<file path="config.mk">
export PLATFORM = sky130hd
export DESIGN_NAME = tmnl_ctrl
export DESIGN_NICKNAME = d
export VERILOG_FILES = /design/src/rtl/core/tmnl_pkg.sv /design/src/rtl/core/tmnl_ctrl.sv
export SDC_FILE = /design/constraint.sdc
export NUM_CORES = 1
export LEC_CHECK = 0
export BUFFER_PORTS_ARGS = -buffer_cell sky130_fd_sc_hd__buf_2
export CORE_MARGIN = 2
export CORE_UTILIZATION = 50
export CTS_CLUSTER_SIZE = 14
export DETAILED_ROUTE_END_ITERATION = 12
export GPL_TIMING_DRIVEN = 0
export PLACE_DENSITY = 0.8
export SETUP_SLACK_MARGIN = 0.3
export SLEW_MARGIN = 20
export SYNTH_ARGS = -nofsm -noshare
export SYNTH_HDL_FRONTEND = slang
export SYNTH_SLANG_ARGS = --single-unit
</file>
<file path="constraint.sdc">
create_clock -name clock -period 4.9 [get_ports clock]
set_input_delay 1.225 -clock clock [delete_from_list [all_inputs] [get_ports clock]]
set_output_delay 1.225 -clock clock [all_outputs]
set_load 0.01 [all_outputs]
</file>
<file path="src/rtl/core/tmnl_pkg.sv">
// Shared types and constants of the tiled mesh neighbor lookup.
// Used by every module under rtl/core; depends on nothing else.
package tmnl_pkg;

   localparam int MAX_TILES_AXIS = 32;
   localparam int MAX_CELLS_AXIS = 128;
   localparam int MAX_MATERIALS  = 16384;

   localparam int TILE_W  = $clog2(MAX_TILES_AXIS);                  // tile index
   localparam int NT_W    = TILE_W + 1;                               // tile count
   localparam int CELL_W  = $clog2(MAX_CELLS_AXIS);                   // cell coordinate
   localparam int NC_W    = CELL_W + 1;                               // cell count
   localparam int MAT_W   = $clog2(MAX_MATERIALS);                    // material number
   localparam int CNT_W   = MAT_W + 1;                                // material count
   localparam int FLAG_W  = 2 * TILE_W;                               // flag address
   localparam int ACC_W   = NC_W + TILE_W;                            // cells-per-tile sum
   localparam int DCNT_W  = $clog2(MAT_W + 1);                        // divider steps

   localparam int CSR_IDX_W  = 3;
   localparam int CSR_DATA_W = 15;

   localparam logic [CSR_IDX_W-1:0] CSR_DIM       = 3'd0;
   localparam logic [CSR_IDX_W-1:0] CSR_CELLS_X   = 3'd1;
   localparam logic [CSR_IDX_W-1:0] CSR_CELLS_Y   = 3'd2;
   localparam logic [CSR_IDX_W-1:0] CSR_TILES_X   = 3'd3;
   localparam logic [CSR_IDX_W-1:0] CSR_TILES_Y   = 3'd4;
   localparam logic [CSR_IDX_W-1:0] CSR_MAT_COUNT = 3'd5;

   localparam logic [2:0] OP_QUERY   = 3'd0;
   localparam logic [2:0] OP_WR_X    = 3'd1;
   localparam logic [2:0] OP_WR_Y    = 3'd2;
   localparam logic [2:0] OP_WR_FLAG = 3'd3;
   localparam logic [2:0] OP_WR_MAT  = 3'd4;

   localparam logic [2:0] DIR_XN = 3'd0;
   localparam logic [2:0] DIR_XP = 3'd1;
   localparam logic [2:0] DIR_YN = 3'd2;
   localparam logic [2:0] DIR_YP = 3'd3;

   localparam logic [1:0] ST_OK        = 2'd0;
   localparam logic [1:0] ST_MAT_RANGE = 2'd1;
   localparam logic [1:0] ST_BAD_DIR   = 2'd2;
   localparam logic [1:0] ST_WR_RANGE  = 2'd3;

   localparam logic [1:0] KIND_BOUNDARY = 2'd0;
   localparam logic [1:0] KIND_ALBEDO   = 2'd1;
   localparam logic [1:0] KIND_MATERIAL = 2'd2;

   typedef struct packed {
      logic [2:0]       operation;
      logic [MAT_W-1:0] index;
      logic [MAT_W-1:0] value;
      logic [2:0]       direction;
   } req_type;

   typedef struct packed {
      logic [1:0]        status;
      logic [1:0]        neighbor_kind;
      logic [1:0]        boundary_side;
      logic [MAT_W-1:0]  neighbor_material;
      logic [TILE_W-1:0] neighbor_tile_x;
      logic [TILE_W-1:0] neighbor_tile_y;
   } rsp_type;

   typedef struct packed {
      logic [1:0]       dimension_count;
      logic [7:0]       cells_x;
      logic [7:0]       cells_y;
      logic [5:0]       tiles_x;
      logic [5:0]       tiles_y;
      logic [CNT_W-1:0] material_count;
   } cfg_type;

   // controller -> datapath
   typedef struct packed {
      logic load;
      logic div_start_x;
      logic take_x;
      logic take_y;
      logic step;
      logic walk_rd;
      logic walk_cmp;
      logic flag_rd;
      logic flag_chk;
      logic srch_rd;
      logic srch_cmp;
      logic srch_end;
      logic emit;
   } cmd_type;

   // datapath -> controller
   typedef struct packed {
      logic early;
      logic div_busy;
      logic edge_hit;
      logic walk_stop;
      logic axis_y;
      logic two_d;
      logic flag_mat;
      logic srch_done;
   } stat_type;

endpackage

</file>
<file path="src/rtl/core/tmnl_ctrl.sv">
// Controller state machine: sequences one transaction through the datapath.
// Depends on tmnl_pkg.
module tmnl_ctrl (
   input  logic               clock,
   input  logic               reset,
   input  logic               req_valid,
   output logic               req_ready,
   input  logic               out_free,
   input  tmnl_pkg::stat_type stat,
   output tmnl_pkg::cmd_type  cmd
);
   import tmnl_pkg::*;

   typedef enum logic [11:0] {
      S_IDLE  = 12'b0000_0000_0001,
      S_MREAD = 12'b0000_0000_0010,
      S_DIVX  = 12'b0000_0000_0100,
      S_DIVY  = 12'b0000_0000_1000,
      S_STEP  = 12'b0000_0001_0000,
      S_WRD   = 12'b0000_0010_0000,
      S_WCMP  = 12'b0000_0100_0000,
      S_FRD   = 12'b0000_1000_0000,
      S_FCHK  = 12'b0001_0000_0000,
      S_SRD   = 12'b0010_0000_0000,
      S_SCMP  = 12'b0100_0000_0000,
      S_DONE  = 12'b1000_0000_0000
   } state_type;

   state_type state_ff, state_in;

   always_ff @(posedge clock) begin
      if (reset) state_ff <= S_IDLE;
      else       state_ff <= state_in;
   end

   always_comb begin
      state_in  = state_ff;
      cmd       = '0;
      req_ready = 1'b0;
      unique case (state_ff)
         S_IDLE: begin
            req_ready = 1'b1;
            if (req_valid) begin
               cmd.load = 1'b1;
               state_in = stat.early ? S_DONE : S_MREAD;
            end
         end
         S_MREAD: begin
            cmd.div_start_x = 1'b1;
            state_in = S_DIVX;
         end
         S_DIVX: begin
            if (!stat.div_busy) begin
               cmd.take_x = 1'b1;
               state_in = S_DIVY;
            end
         end
         S_DIVY: begin
            if (!stat.div_busy) begin
               cmd.take_y = 1'b1;
               state_in = S_STEP;
            end
         end
         S_STEP: begin
            cmd.step = 1'b1;
            state_in = stat.edge_hit ? S_DONE : S_WRD;
         end
         S_WRD: begin
            cmd.walk_rd = 1'b1;
            state_in = S_WCMP;
         end
         S_WCMP: begin
            cmd.walk_cmp = 1'b1;
            if (stat.walk_stop && (stat.axis_y || !stat.two_d)) state_in = S_FRD;
            else                                                state_in = S_WRD;
         end
         S_FRD: begin
            cmd.flag_rd = 1'b1;
            state_in = S_FCHK;
         end
         S_FCHK: begin
            cmd.flag_chk = 1'b1;
            state_in = stat.flag_mat ? S_SRD : S_DONE;
         end
         S_SRD: begin
            if (stat.srch_done) begin
               cmd.srch_end = 1'b1;
               state_in = S_DONE;
            end else begin
               cmd.srch_rd = 1'b1;
               state_in = S_SCMP;
            end
         end
         S_SCMP: begin
            cmd.srch_cmp = 1'b1;
            state_in = S_SRD;
         end
         S_DONE: begin
            if (out_free) begin
               cmd.emit = 1'b1;
               state_in = S_IDLE;
            end
         end
         default: state_in = S_IDLE;
      endcase
   end
endmodule

</file>
Word level (Yosys, flattened, before mapping) --
Index checks and enable logic that the tools add are counted.
Word-level totals: logic and storage cells 50, flip-flop bits (word level) 12, output and inout port bits 14
Operators by class: reductions and logical operators 4, equality and inequality tests 16, mux-type cells 29
Operators with widths (count):
- $pmux 12 s12 | 1
- $mux 12 | 8
- $mux 1 | 19
- $eq 12x1->1 const B | 1
- $eq 12x10->1 const B | 1
- $eq 12x11->1 const B | 1
- $eq 12x12->1 const B | 1
- $eq 12x2->1 const B | 1
- $eq 12x3->1 const B | 1
- $eq 12x4->1 const B | 1
- $eq 12x5->1 const B | 1
- $eq 12x6->1 const B | 1
- $eq 12x7->1 const B | 1
- $eq 12x8->1 const B | 1
- $eq 12x9->1 const B | 1
- $mux 8 | 1
- $ne 2x2->1 const B | 4
- $reduce_and 4->1 | 1
- $logic_and 1x1->1 | 1
- $logic_not 1->1 | 1
- $logic_or 1x1->1 | 1

Logic depth before layout (Yosys ltp) --
Gate-level depths: netlist of run 1.
depth after elaboration 5, depth in mapped cells 6, gate-level depth less buffers 4

Least setup slack after synthesis of run 1 --
OpenSTA, ideal clock, no wires.
kind input port to output port, start input port stat[6] in the netlist's numbering, end output port cmd[9] in the netlist's numbering, arrival time 1881 ps, cell stages on the path 2, data required time 3675 ps, path slack 1794 ps, path through clkbuf_1 > nor4_1
RTL lines:
- start: declaration | RTL line tmnl_ctrl.sv:9 | input tmnl_pkg::stat_type stat,
- end: declaration | RTL line tmnl_ctrl.sv:10 | output tmnl_pkg::cmd_type cmd

==> flow_summary.yaml, run 1 <==
cts:
  postCtsSetupBuffers: 0
  htree_levels: 1
  worstSkewPairLatency_ps: 280
  clock_path_buffers: 2
  numCtsBuffers: 3
  cts_resized: 0
  cts-hold-fix-buffers: 0
  cts_tree: "yes"
  clkSinkCount: 12
  root_buffer: "clkbuf_4"
  clk_pin_slew_ps: 80
critical_path:
  critical_path_class: "reg2out"
  r2r_cells: 5
  timing.rr.end: "state_ff[0]"
  endpoint_kind: "output pin"
  cp.required_ps: 3670
  worstPathArrival_ps: 2060
  critPathLaunchType: "register"
  timing.rr.start: "state_ff[0]"
  path_cells: "clkbuf_2 > or4_1 > buf_2 > nor3_2 > nand3_1 > nor2_1 > buf_2"
  crit_top_cell: "buf_2"
  rrSetupSlack_ps: 2820
  critPathMaxFanout: 8
  slowest_stage: "or4_1"
  max_stage_delay_ps: 520
outcome:
  status: "finished clean"
logic_synthesis:
  ys_ff_latch: 12
  synth-edff-count: 0
  synth-compound-area-share: 0.125
  ys_async_sr_fraction: 0
  avgSynthCellArea_um2: 7.36
  synth_nets: 141
  synth_warnings: 0
  synthAdderAreaFrac: 0
  ys_top_cells_by_area: "dfxtp_1, nor4_1, nor2_1"
  syn_area_um2: 950
  synth_flop_cell: "dfxtp_1"
  yosysSeqAreaShare: 0.253
  synth_xor_area_frac: 0.0369
  syn_inst: 129
  synth_mux_area_frac: 0.0105
  ys_types: 41
  synth_top_family_by_area: "simple AND/OR/NAND/NOR gates"
  synth_common_cells: "dfxtp_1, nor2_1, inv_1, nor4_1, nor3_1"
  synthSimpleGateAreaFrac: 0.482
  synth_top_area_cell: "dfxtp_1"
  yosysTopAreaCellShare: 0.253
sta:
  finalCritPeriodShare: 0.671
  fmax_ghz: 0.304
  worst_pin_slew_ps: 660
  drv_slew: 0
  setup-violations-final: 0
  hold_viol: 0
  fin_worst_skew_ps: 3.48
  rsz0062_at_grt: "no"
  relSlewSlack: 0.556
  setup_slack_ps: 1610
  finalCriticalPeriod_ps: 3290
  finalSetupTns_ps: 0
finish:
  layout.cells.non_filler: 181
  drive_above_1_share: 0.256
  num_antenna_cells: 0
  nNetsFinal: 170
  largest-register: "state_ff"
  area_growth_pct: 18.3
  reg_top3: "state_ff x12"
  finish.utilization: 0.637
  largest_reg_flops: 12
  fill_cells: 178
power_and_ir_drop:
  peakVddDrop_mv: 0.198
  p_leak_nw: 0.520
  p_comb_frac: 0.454
  p_per_area_nw_per_um2: 283
  p_switching_mw: 0.125
  power_frac_clock: 0.197
  power_frac_seq: 0.349
  p_int_mw: 0.193
  total_power_mw: 0.318
  switching_share: 0.392
worst_hold_path:
  whs_endpoint: "state_ff[6]"
  holdPathStages: 2
  hold_start: "state_ff[5]"
  hp-class: "reg2reg"
global_route:
  grt_use_total: 0.236
  grt-ovfl-total: 0
  grt_antenna_before_repair: 0
  grt_max_degree: 11
  grt_pass1_vias: 887
  grt_pass1_wl_um: 3800
route:
  vias: 1029
  drc: 0
  ant_nets: 0
  dr.pass1.iters: 4
  routedWlPerCell_um: 13.2
  initialDrtViolationCount: 37
  viasPerCell: 5.69
  wirelength_um: 2390
placement:
  hpwl_um: 1840
  pre_cts_slack_ps: 1740
  placedCellCount: 178
  place_congestion: 0.916
  port_buffers: 24
die:
  rows: 15
  fp.dieH_um: 47.6
  core_area_um2: 1760
  io_pins: 26
  start_util: 0.538
  fp.dieW_um: 47.6
  dieArea_um2: 2260
flow_run:
  maxCapViolCount: 0
## power groups by stage
| stage | Sequential, mW | Combinational [mW] | Clock, mW |
|---|---|---|---|
| 6_report | 0.111 | 0.144 | 0.0627 |
| 4_1_cts | 0.111 | 0.143 | 0.0626 |
| 3_3_place_gp | 0.113 | 0.140 | 0 |
| 3_5_place_dp | 0.113 | 0.143 | 0 |
| 2_1_floorplan | 0.112 | 0.108 | 0 |
| 5_1_grt | 0.112 | 0.159 | 0.0671 |
## how the worst max path moves through the flow
| stage | endpoint | depth (start not counted) | from |
|---|---|---|---|
| finish | cmd[3] | 7 | state_ff[4] |
| global route | cmd[3] | 7 | state_ff[6] |
| CTS | cmd[3] | 7 | state_ff[4] |
| detailed placement | cmd[9] | 3 | stat[6] |
| global placement | cmd[9] | 3 | stat[6] |
| floorplan | cmd[9] | 2 | stat[6] |
## area by class of cell
type | count | area (um^2) | share of cell area
Multi-Input combinational cell | 97 | 622 | 0.553
Timing Repair Buffer | 24 | 120 | 0.107
Buffer | 11 | 53.8 | 0.0479
Tap cell | 25 | 31.3 | 0.0278
Inverter | 9 | 33.8 | 0.0301
Clock buffer | 3 | 22.5 | 0.0200
Sequential cell | 12 | 240 | 0.214
## metal layers
| layer | track usage | routed length [um] |
|---|---|---|
| met1 | 0.318 | 1040 |
| met5 | 0 | 0 |
| met3 | 0.0302 | 174 |
| met4 | 0.119 | 65 |
| met2 | 0.370 | 1120 |
## metrics by stage
step	hold WS (ps)	area, um^2
global route	626	1120
CTS	592	1120
finish	588	1120
detailed placement	579	1100
floorplan	512	950
global placement	564	1100
## cells in the final DEF (no fill, tap or decap), types with 5 or more instances in the layout
cell,count
a21oi_1,6
buf_2,27
clkbuf_1,6
dfxtp_1,12
inv_1,9
nand3_1,5
nor2_1,12
nor3_1,8
nor4_1,9
o21ai_0,6
## worst max-delay path, delay by kind of cell, from the launching register on
kind	cells	cell delay [ps]
simple gates	4	1000
buf+inv	3	460
flops	1	300
## cell families (layout without fill, tap and decap cells)
kind of cell,count (synthesis),count (layout)
AND/OR/NAND/NOR,73,73
buffers and inverters,20,47
AO/OA/AOI/OAI,19,19
flip-flops,12,12
XOR/XNOR,4,4
multiplexers,1,1
(Power assumes the default switching activity.)
==> run 2: changes to the inputs <==
- clock period: 4.9 -> 3.2 ns (I/O delays scaled with it)
==> run 2 against run 1 <==
Non-clock buffer count unchanged. Die area is the same. Global-route usage unchanged. Via count grew 0.58%. Clock power rose by 56%. Largest power group unchanged. Highest routed layer unchanged.
==> flow_summary.yaml, run 2 (synthesized netlist as in run 1, its figures left out) <==
outcome:
  status: "finished clean"
cts:
  numCtsBuffers: 3
  clkSinkCount: 12
  clock_path_buffers: 2
  worstSkewPairLatency_ps: 280
  postCtsSetupBuffers: 0
  cts-hold-fix-buffers: 0
  cts_resized: 0
  clk_pin_slew_ps: 80
  cts_tree: "yes"
  root_buffer: "clkbuf_4"
  htree_levels: 1
critical_path:
  path_cells: "buf_2 > or4_4 > or3_1 > nor3_1 > buf_2"
  worstPathArrival_ps: 2050
  max_stage_delay_ps: 580
  critical_path_class: "reg2out"
  critPathLaunchType: "register"
  r2r_cells: 5
  endpoint_kind: "output pin"
  timing.rr.start: "state_ff[0]"
  rrSetupSlack_ps: 1110
  crit_top_cell: "buf_2"
  timing.rr.end: "state_ff[0]"
  critPathMaxFanout: 10
  slowest_stage: "or4_4"
  cp.required_ps: 2400
finish:
  nNetsFinal: 170
  final_common_cell: "buf_2"
  reg_top3: "state_ff x12"
  drive_above_1_share: 0.269
  layout_common_cells: "buf_2, nor2_1, dfxtp_1"
  layout.cells.non_filler: 181
  largest_reg_flops: 12
  num_antenna_cells: 0
  area_growth_pct: 20.6
  largest-register: "state_ff"
power_and_ir_drop:
  switching_share: 0.396
  p_leak_nw: 0.524
  total_power_mw: 0.501
  power_frac_clock: 0.196
  p_comb_frac: 0.462
  peakVddDrop_mv: 0.309
  p_int_mw: 0.302
  p_per_area_nw_per_um2: 437
  p_switching_mw: 0.198
  power_frac_seq: 0.342
global_route:
  grt_pass1_wl_um: 3800
  grt_max_degree: 11
  grt_pass1_vias: 887
  grt_use_total: 0.236
  grt-ovfl-total: 0
  grt_antenna_before_repair: 0
sta:
  finalCriticalPeriod_ps: 2850
  fin_worst_skew_ps: 2.66
  fmax_ghz: 0.351
  finalSetupTns_ps: 0
  finalCritPeriodShare: 0.889
  relSlewSlack: 0.552
  setup-violations-final: 0
  setup_slack_ps: 354
  worst_pin_slew_ps: 666
  rsz0062_at_grt: "yes"
  drv_slew: 0
  hold_viol: 0
placement:
  placedCellCount: 178
  pre_cts_slack_ps: 643
  port_buffers: 24
  hpwl_um: 1840
  place_congestion: 0.916
die:
  start_util: 0.538
  rows: 15
  core_area_um2: 1760
  dieArea_um2: 2260
  io_pins: 26
  fp.dieH_um: 47.6
  fp.dieW_um: 47.6
route:
  wirelength_um: 2440
  drc: 0
  routedWlPerCell_um: 13.5
  initialDrtViolationCount: 55
  vias: 1035
  viasPerCell: 5.72
  ant_nets: 0
  dr.pass1.iters: 4
flow_run:
  maxCapViolCount: 0
worst_hold_path:
  hold_start: "state_ff[5]"
  whs_endpoint: "state_ff[6]"
  hp-class: "reg2reg"
  holdPathStages: 2
-- run 2: routing by layer --
| metal | vias up | track usage | wire length, um |
|---|---|---|---|
| met2 | 28 | 0.370 | 1190 |
| met5 | - | 0 | 0 |
| li1 | 531 | - | - |
| met1 | 469 | 0.318 | 1070 |
| met4 | 0 | 0.119 | 59 |
| met3 | 7 | 0.0302 | 128 |
-- run 2: final cells by class --
class,instances,area (um^2)
inverter,9,33.8
buffer,11,55.1
timing repair buffer,24,120
multi-input combinational,97,642
tap,25,31.3
sequential,12,240
clock buffer,3,22.5
fill,178,619
-- run 2: worst max path at each step --
| stage | start | to | depth (start not counted) |
|---|---|---|---|
| after floorplan | state_ff[3] | cmd[5] | 4 |
| after global placement | state_ff[4] | cmd[3] | 7 |
| after detailed placement | state_ff[4] | cmd[3] | 7 |
| after CTS | state_ff[4] | cmd[3] | 7 |
| after global routing | state_ff[10] | cmd[5] | 5 |
| final | state_ff[3] | cmd[5] | 5 |
-- run 2: stage by stage --
step / utilization / area [um^2] / hold slack [ps]
4_1_cts: 0.637 / 1120 / 592
6_report: 0.649 / 1140 / 593
3_5_place_dp: 0.624 / 1100 / 579
3_3_place_gp: 0.624 / 1100 / 564
2_1_floorplan: - / 950 / 512
5_1_grt: 0.649 / 1140 / 626
-- run 2: power by group through the flow --
| stage | Clock, mW | Combinational (mW) | Sequential [mW] |
|---|---|---|---|
| final | 0.0980 | 0.231 | 0.171 |
| after global routing | 0.103 | 0.253 | 0.173 |
| after CTS | 0.0958 | 0.219 | 0.170 |
| after detailed placement | 0 | 0.218 | 0.173 |
| after global placement | 0 | 0.215 | 0.173 |
| after floorplan | 0 | 0.165 | 0.171 |
-- run 2: worst max-delay path, delay by kind of cell, from the launching register on --
kind,cells,cell delay [ps]
buf+inv,2,320
flops,1,300
simple gates,3,1130
==> run 3: changes to the inputs <==
- CORE_UTILIZATION: 50 -> 40
- PLACE_DENSITY: 0.8 -> 0.67
==> run 3 against run 2 <==
Hold slack improved by 11 ps. Die area rose by 23%. Largest power group unchanged. Sequential power is essentially flat. Critical path type unchanged.
==> flow_summary.yaml, run 3 (synthesized netlist as in run 1, its figures left out) <==
outcome:
  status: "finished clean"
finish:
  area_growth_pct: 24.1
  largest_reg_flops: 12
  layout.cells.non_filler: 185
  finish.utilization: 0.528
  reg_top3: "state_ff x12"
  nNetsFinal: 170
  drive_above_1_share: 0.299
  layout_common_cells: "buf_2, nor2_1, dfxtp_1"
  final_common_cell: "buf_2"
  num_antenna_cells: 0
  largest-register: "state_ff"
route:
  drc: 0
  viasPerCell: 5.76
  routedWlPerCell_um: 14.0
  dr.pass1.iters: 4
  vias: 1065
  initialDrtViolationCount: 35
  ant_nets: 0
  wirelength_um: 2600
critical_path:
  critPathMaxFanout: 10
  critPathLaunchType: "register"
  r2r_cells: 5
  rrSetupSlack_ps: 1030
  worstPathArrival_ps: 2040
  timing.rr.end: "state_ff[0]"
  max_stage_delay_ps: 580
  crit_top_cell: "buf_2"
  slowest_stage: "or4_4"
  critical_path_class: "reg2out"
  path_buf_inv: 2
  timing.rr.start: "state_ff[0]"
  cp.required_ps: 2400
  cp_top_family: "simple AND/OR/NAND/NOR gates"
  endpoint_kind: "output pin"
  path_cells: "buf_2 > or4_4 > or3_4 > nor3_1 > buf_2"
cts:
  clk_pin_slew_ps: 80
  worstSkewPairLatency_ps: 280
  cts_tree: "yes"
  numCtsBuffers: 3
  clock_path_buffers: 2
  clkSinkCount: 12
  cts-hold-fix-buffers: 0
  htree_levels: 1
  root_buffer: "clkbuf_4"
sta:
  setup-violations-final: 0
  worst_pin_slew_ps: 690
  hold_viol: 0
  finalSetupTns_ps: 0
  whs_ps: 604
  drv_slew: 0
  setup_slack_ps: 364
  finalCritPeriodShare: 0.886
  relSlewSlack: 0.535
  fin_worst_skew_ps: 2.06
  rsz0062_at_grt: "yes"
  fmax_ghz: 0.353
  finalCriticalPeriod_ps: 2840
die:
  dieArea_um2: 2780
  fp.dieH_um: 52.7
  fp.dieW_um: 52.7
  start_util: 0.425
  rows: 17
  io_pins: 26
  core_area_um2: 2230
global_route:
  use_met3: 0.0343
  grt_pass1_wl_um: 4200
  grt.busiest_layer: "met2"
  grt_use_total: 0.209
  grt_pass1_vias: 944
  use_met1: 0.277
  grt_max_degree: 11
  grt-ovfl-total: 0
  grt_antenna_before_repair: 0
  grtUsageMet2: 0.327
placement:
  place_congestion: 0.873
  hpwl_um: 1930
  pre_cts_slack_ps: 649
  placedCellCount: 181
  port_buffers: 24
flow_run:
  maxCapViolCount: 0
worst_hold_path:
  hp-class: "reg2reg"
  holdPathStages: 2
  whs_endpoint: "state_ff[6]"
  hold_start: "state_ff[5]"
power_and_ir_drop:
  peakVddDrop_mv: 0.257
  power_frac_seq: 0.315
  p_comb_frac: 0.447
  p_int_mw: 0.334
  power_frac_clock: 0.238
  switching_share: 0.386
  p_per_area_nw_per_um2: 461
  p_switching_mw: 0.210
  p_leak_nw: 0.536
[run 3: metrics by stage]
stage               cell area, um^2  power, mW
CTS                            1140      0.526
global placement               1100      0.392
finish                         1180      0.543
floorplan                       950      0.336
global route                   1180      0.575
detailed placement             1100      0.397
[run 3: cell type report]
class | count | area (um^2)
multi-input combinational | 97 | 657
clock buffer | 4 | 36.3
fill | 229 | 1050
sequential | 12 | 240
inverter | 9 | 33.8
tap | 28 | 35.0
timing repair buffer | 24 | 120
buffer | 11 | 56.3
[run 3: worst max path at each step]
stage            startpoint  endpoint  slack, ps  depth (start not counted)
3_5_place_dp   state_ff[10]    cmd[5]        650                          5
6_report        state_ff[3]    cmd[5]        360                          5
3_3_place_gp    state_ff[9]    cmd[9]        690                          5
4_1_cts        state_ff[10]    cmd[5]        320                          5
2_1_floorplan   state_ff[3]    cmd[5]        770                          4
5_1_grt         state_ff[4]    cmd[3]        270                          7
[run 3: repair_timing]
item | 4_1_cts | 5_1_grt
gates resized for setup | 0 | 11
setup endpoints to repair | 0 | 5
setup buffers | 0 | 0
[run 3: power by group through the flow]
stage,sequential (mW),combinational [mW],clock (mW)
after floorplan,0.171,0.165,0
after global placement,0.173,0.219,0
after detailed placement,0.173,0.223,0
after CTS,0.170,0.225,0.131
after global routing,0.173,0.264,0.138
final,0.171,0.243,0.129
[run 3: routing by layer]
metal,vias up,share of wire
met5,-,0
met4,0,0.017
met3,5,0.046
met1,506,0.45
li1,527,-
met2,27,0.48
[run 3: worst min-delay path, stage by stage (launching register included)]
cell	delay (ps)
dfxtp_1	360
inv_1	130
nor4_1	70
